[config.mk]
export PLATFORM = sky130hd
export DESIGN_NAME = bet_ctrl
export DESIGN_NICKNAME = d
export VERILOG_FILES = /design/src/rtl/bet_pkg.sv /design/src/rtl/bet_ctrl.sv
export SDC_FILE = /design/constraint.sdc
export NUM_CORES = 1
export LEC_CHECK = 0
export BUFFER_PORTS_ARGS = -buffer_cell sky130_fd_sc_hd__buf_4
export CAP_MARGIN = 20
export CORE_AREA = 4 4 58 73
export CTS_CLUSTER_DIAMETER = 120
export DETAILED_ROUTE_END_ITERATION = 7
export DIE_AREA = 0 0 62 77
export GPL_TIMING_DRIVEN = 1
export PLACE_DENSITY_LB_ADDON = 0.15
export SYNTH_ARGS = -nofsm -noshare
export SYNTH_HDL_FRONTEND = slang
export SYNTH_SLANG_ARGS = --single-unit
export TNS_END_PERCENT = 100
[constraint.sdc]
create_clock -name clk -period 2.6 [get_ports clk]
set_clock_uncertainty 0.1 [all_clocks]
set_input_delay 0.65 -clock clk [delete_from_list [all_inputs] [get_ports clk]]
set_output_delay 0.65 -clock clk [all_outputs]
set_load 0.02 [all_outputs]
[src/rtl/bet_pkg.sv]
// Shared types and constants for the Bezier easing table block.
// No dependencies.
package bet_pkg;

  localparam int unsigned QW = 17;          // Q1.16 unsigned width
  localparam int unsigned PW = QW + 1;      // scaled control point width, up to 3.0
  localparam logic [QW-1:0] ONE_Q16 = 17'd65536;
  localparam int unsigned SOLVE_STEPS = 32;
  localparam int unsigned SOLVE_TOL = 6;

  // configuration register indexes
  localparam logic [1:0] REG_X1 = 2'd0;
  localparam logic [1:0] REG_Y1 = 2'd1;
  localparam logic [1:0] REG_X2 = 2'd2;
  localparam logic [1:0] REG_Y2 = 2'd3;

  // datapath operations issued by the controller
  typedef enum logic [3:0] {
    OP_NONE,
    OP_LOAD_PTS,   // scale control points
    OP_SOLVE_INIT, // t = target of current entry
    OP_CURVE_X,    // start curve evaluation at t with x points
    OP_CURVE_Y,    // start curve evaluation at t with y points
    OP_STEP,       // apply damped step from error
    OP_WRITE_Y,    // store saturated y into table entry
    OP_WRITE_ENDS, // store entry 0 or last entry
    OP_EVAL_RD0,   // read first neighbour
    OP_EVAL_RD1,   // read second neighbour
    OP_EVAL_MUL    // interpolate
  } op_t;

  typedef struct packed {
    op_t         op;
    logic [10:0] idx;     // table entry under work
    logic        last_end;
  } dp_cmd_t;

  typedef struct packed {
    logic curve_done;
    logic converged;
  } dp_stat_t;

  // c*3/127 in Q.16, rounded: (c*196608+63)/127.
  // 196608 = 127*1548 + 12, so the quotient is 1548*c + (12*c+63)/127,
  // and the small quotient comes from a reciprocal multiply (exact below 2048).
  function automatic logic [PW-1:0] scale_point(input logic [6:0] c);
    logic [10:0] v;
    logic [23:0] q;
    v = 11'(c) * 11'd12 + 11'd63;
    q = 24'(v) * 24'd8257;
    return PW'(18'(c) * 18'd1548 + 18'(q >> 20));
  endfunction

endpackage

[src/rtl/bet_ctrl.sv]
// Controller for the Bezier easing table: sequences rebuilds and evaluations.
// Depends on bet_pkg.
module bet_ctrl #(
  parameter int unsigned DIV = 256,
  parameter int unsigned IW = 11
) (
  input  logic             clk,
  input  logic             rst,
  input  logic             start,
  input  logic             kind,
  input  logic             is_linear_pts,
  input  bet_pkg::dp_stat_t stat,
  output logic             busy,
  output logic             set_linear,
  output logic             clr_linear,
  output logic             linear_mode,
  output bet_pkg::dp_cmd_t cmd,
  output logic             strobe
);
  import bet_pkg::*;

  typedef enum logic [3:0] {
    S_IDLE, S_PTS, S_ENDS0, S_ENDS1, S_INIT, S_CX, S_CXW, S_CHK,
    S_CY, S_CYW, S_WR, S_RD1, S_MUL, S_OUT
  } state_t;

  state_t      state;
  logic [IW-1:0] idx;
  logic [5:0]  steps;

  always_comb begin
    cmd.op = OP_NONE;
    cmd.idx = 11'(idx);
    cmd.last_end = (state == S_ENDS1);
    unique case (state)
      S_PTS:   cmd.op = OP_LOAD_PTS;
      S_ENDS0, S_ENDS1: cmd.op = OP_WRITE_ENDS;
      S_INIT:  cmd.op = OP_SOLVE_INIT;
      S_CX:    cmd.op = OP_CURVE_X;
      S_CHK:   cmd.op = (stat.converged || steps == 6'(SOLVE_STEPS)) ? OP_NONE : OP_STEP;
      S_CY:    cmd.op = OP_CURVE_Y;
      S_WR:    cmd.op = OP_WRITE_Y;
      S_RD1:   cmd.op = OP_EVAL_RD1;
      S_MUL:   cmd.op = OP_EVAL_MUL;
      default: cmd.op = OP_NONE;
    endcase
    if (state == S_IDLE && start && kind && !linear_mode) cmd.op = OP_EVAL_RD0;
  end

  assign busy = (state != S_IDLE);
  assign set_linear = (state == S_IDLE) && start && !kind && is_linear_pts;
  assign clr_linear = (state == S_WR) && (idx == IW'(DIV - 1));

  // state and registered outputs
  always_ff @(posedge clk) begin
    if (rst) begin
      state <= S_IDLE;
      idx <= '0;
      steps <= '0;
      strobe <= 1'b0;
      linear_mode <= 1'b1;
    end else begin
      strobe <= 1'b0;
      if (set_linear) linear_mode <= 1'b1;
      if (clr_linear) linear_mode <= 1'b0;
      unique case (state)
        S_IDLE: if (start) begin
          if (!kind) begin
            if (!is_linear_pts) state <= S_PTS;
          end else if (linear_mode) begin
            strobe <= 1'b1;
          end else begin
            state <= S_RD1;
          end
        end
        S_PTS: state <= S_ENDS0;
        S_ENDS0: state <= S_ENDS1;
        S_ENDS1: begin idx <= IW'(1); state <= S_INIT; end
        S_INIT: begin steps <= '0; state <= S_CX; end
        S_CX: state <= S_CXW;
        S_CXW: if (stat.curve_done) state <= S_CHK;
        S_CHK: begin
          if (stat.converged || steps == 6'(SOLVE_STEPS)) state <= S_CY;
          else begin steps <= steps + 6'd1; state <= S_CX; end
        end
        S_CY: state <= S_CYW;
        S_CYW: if (stat.curve_done) state <= S_WR;
        S_WR: begin
          if (idx == IW'(DIV - 1)) state <= S_IDLE;
          else begin idx <= idx + IW'(1); state <= S_INIT; end
        end
        S_RD1: state <= S_MUL;
        S_MUL: state <= S_OUT;
        S_OUT: begin strobe <= 1'b1; state <= S_IDLE; end
        default: state <= S_IDLE;
      endcase
    end
  end
endmodule

* Word level (Yosys, flattened, before mapping) *
Cells that the tools add are included.

storage, ports and cells
  register bits after elaboration = 23
  bits of input ports = 7
  output and inout port bits = 21
  logic and storage cells = 69

cells by class
  $add $sub $neg = 2
  eq/ne operators = 22
  multiplexer cells = 22
  reduce and logical (&&, ||, !) cells = 18

operators by type and width
  operator                 count
  $pmux W4 S13             1
  $pmux W4 S9              1
  $mux W4                  8
  $eq A4 B4 Y1 const B     6
  $pmux W11 S2             1
  $eq A4 B3 Y1 const B     4
  $pmux W6 S2              1
  $add A11 B1 Y11 const B  1
  $eq A11 B8 Y1 const B    1
  $mux W11                 1
  $ne A2 B2 Y1 const B     5
  $eq A4 B2 Y1 const B     2
  $add A6 B1 Y6 const B    1
  $eq A6 B6 Y1 const B     1
  $logic_and A1 B1 Y1      6
  $mux W3                  2
  $mux W6                  1
  $ne A3 B3 Y1 const B     2
  $reduce_bool A2 Y1       3
  $mux W1                  5
  $reduce_and A5 Y1        1
  $eq A4 B1 Y1 const B     1
  $logic_not A4 Y1         1
  $reduce_and A2 Y1        2
  other kinds (5)          6

* Longest topological paths before layout *
  depth after elaboration = 6
  depth in mapped cells = 6
  mapped depth without buffers = 6

* Least setup slack after synthesis *
OpenSTA, ideal clock, no wires.

  kind = reg2out
  from = register steps[0]
  to = output cmd[12] (netlist bit)
  arrival time = 1,537 ps
  data required time = 1,850 ps
  setup slack = 313 ps
  cell stages (with the launch flop) = 7
  path buffers = 0
  cells stage by stage = dfxtp_1 > inv_1 > ha_1 > nor2b_1 > a21oi_1 > nor2_1 > o31ai_1

RTL lines
  element                 line            source
  from (decl)             bet_ctrl.sv:29  logic [5:0] steps;
  from (signal assigned)  bet_ctrl.sv:59  steps <= '0;
  from (signal assigned)  bet_ctrl.sv:79  S_INIT: begin steps <= '0; state <= S_CX; end
  from (signal assigned)  bet_ctrl.sv:84  else begin steps <= steps + 6'd1; state <= S_CX; end
  to (decl)               bet_ctrl.sv:17  output bet_pkg::dp_cmd_t cmd,

==> run metrics <==
Flop pwr share approximately a third; synth unique cells 47; EDFF count, synth 0; grt ovf 0; dpl hpwl approximately 2.8 mm; htree depth 1; post-CTS resize count 0; TritonCTS Buffers 3; critical path endpoint category output pin; Row Count 24; first-pass GRT wire length about 6.3 mm; Hold Buf Count CTS 0; Clock Root Buffer clkbuf_8; sequential element share of the synthesized area 30.0%; pre-CTS setup slack roughly 0.35 ns; final setup vio count 0; share of post-route cells with drive strength above 1 a little under a quarter; Worst Path Max Fanout 5; Area Growth Syn to Fin 19.0%; Clk network pwr share around 18%; Static Leak 0.706 nW; Power Dens Cells 695 nW/um^2; post-CTS setup buffer count 0; startpoint types flip-flop; DRT iter0 DRCs 68; maximum VDD drop slightly below 0.6 mV; asr flop ratio synth 0%; largest net degree at the start of global routing 18; Final min period about 2.5 ns; Sw Share 40.7%; DR WL/cell 14.5 um; chip width 62 um; worst rel slew slack a little over two thirds; fmax slightly above 0.4 GHz; non-filler cells in the finished layout about 260; clock insertion delay at the later pin of the skew report between 0.2 and 0.3 ns; share of the synthesized area in the top cell type 30.0%; n_diodes 0; CP required ~1.9 ns; post-synthesis instance total between 150 and 200; switching pwr 0.000516 W; CTS tree done; prevailing post-synth register cell dfxtp_1; Pint around 0.00075 W; final core utilization between 50% and 60%; vias in the first global route 1452; port buffer count 27; Placed Instances 255; period utilization 95.5%; DRT Wirelength 3.75 mm; final worst slack about 0.12 ns; Synth area leaders dfxtp_1, a21oi_1, o21ai_0; Synth warnings 0; Avg Inst Size Synth ~7.9 um^2; post-synth top area cell dfxtp_1; Slew @ Worst Pin 0.456 ns; via/cell ratio 5.89; Synth top cells by count dfxtp_1, a21oi_1, nand2_1; Initial Utilization 43.7%; initial antenna violation count 0; CP Class reg -> out; Mapped Nets approximately 200; Clock Sinks 23; crit path DAT between 1.5 and 2 ns; GRT Util Overall between 10% and 20%; Area after DPL between 1500 and 2000 um^2; unrepaired setup endpoints after global routing yes; final hold violation count 0; Clock transition at path regs about 0.080 ns; Routed Antenna Nets 0; FF+latch count, synth 23; Die H between 70 and 80 um; Vias between 1500 and 2000; final net count roughly 230; drt pass-1 iters 4; synthesized area around 1500 um^2; Comb pwr share 48.5%; gp weighted congestion 0.908; most common cell in the netlist dfxtp_1; status finished clean; core box area around 3500 um^2; Hold Path Class reg -> reg; Final Max Tran Viols 0; max_cap viols 0; die area about 4800 um^2; number of top-level pins 28; Final Cell Area between 1500 and 2000 um^2; DR DRC count 0; Clock Path Buffers 2
per-layer routing:
metal | vias up | part of all wire, % | GRT usage, %
met5 | - | 0 | 0
met4 | 0 | 1.1 | 5.73
met3 | 4 | 5.3 | 1.68
met2 | 44 | 49 | 27.5
met1 | 708 | 45 | 21.6
li1 | 770 | - | -
power groups by stage:
stage	Sequential [W]	Combinational, W	Clock, W
after global routing	0.000435	0.000669	0.000247
after CTS	0.000425	0.000612	0.000236
after global placement	0.000430	0.000602	0
after detailed placement	0.000433	0.000608	0
after floorplan	0.000404	0.000444	0
final	0.000426	0.000615	0.000227
critical path, stage by stage, from the launching register on:
cell	delay (ns)
dfxtp_1	0.39
inv_1	0.06
ha_1	0.19
nor2b_1	0.16
a21oi_2	0.22
nor2_1	0.07
o31ai_1	0.21
buf_4	0.18
layout make-up:
cell class	count	area [um^2]
tap	39	48.8
sequential	23	462
timing repair buffer	35	263
fill	344	1690
clock inverter	1	5.00
multi-input combinational	147	965
clock buffer	3	41.3
inverter	11	41.3
final timing paths:
kind	start	to	slack, ns	cells past startpoint
min reg2reg	steps[5]	steps[5]	0.40	2
max reg2reg	idx[0]	idx[10]	0.52	5
max	steps[0]	cmd[12]	0.12	7
min	steps[5]	steps[5]	0.40	2
logic make-up after synthesis:
family	count (synthesis)	share of synthesized area, %
compound gates	55	23.3
xor+xnor	2	1.14
fa+ha+maj	3	2.45
buf+inv	23	7.34
flops	23	30.0
mux	5	3.43
simple gates	82	32.3
metrics by stage:
step,hold slack [ns],setup TNS (ns),total power [W]
5_1_grt,0.437,-0.0204,0.00135
2_1_floorplan,0.345,0,0.000849
4_1_cts,0.398,0,0.00127
3_3_place_gp,0.361,0,0.00103
3_5_place_dp,0.385,0,0.00104
6_report,0.400,0,0.00127
placed cells by master (no fill, tap or decap), types with 6 or more instances in the layout:
| cell | n |
|---|---|
| inv_1 | 11 |
| nand2_1 | 15 |
| a21oi_1 | 17 |
| dfxtp_1 | 22 |
| nor2b_1 | 7 |
| o21ai_0 | 13 |
| nand3_1 | 10 |
| nor2_1 | 10 |
| or3_1 | 6 |
| buf_4 | 35 |
registers in the layout, summed over array words and instances (netlist names):
| name | flops |
|---|---|
| strobe | 1 |
| linear_mode | 1 |
| idx | 11 |
| state | 4 |
| steps | 6 |
Note: power is estimated with default switching activity, not from simulation.
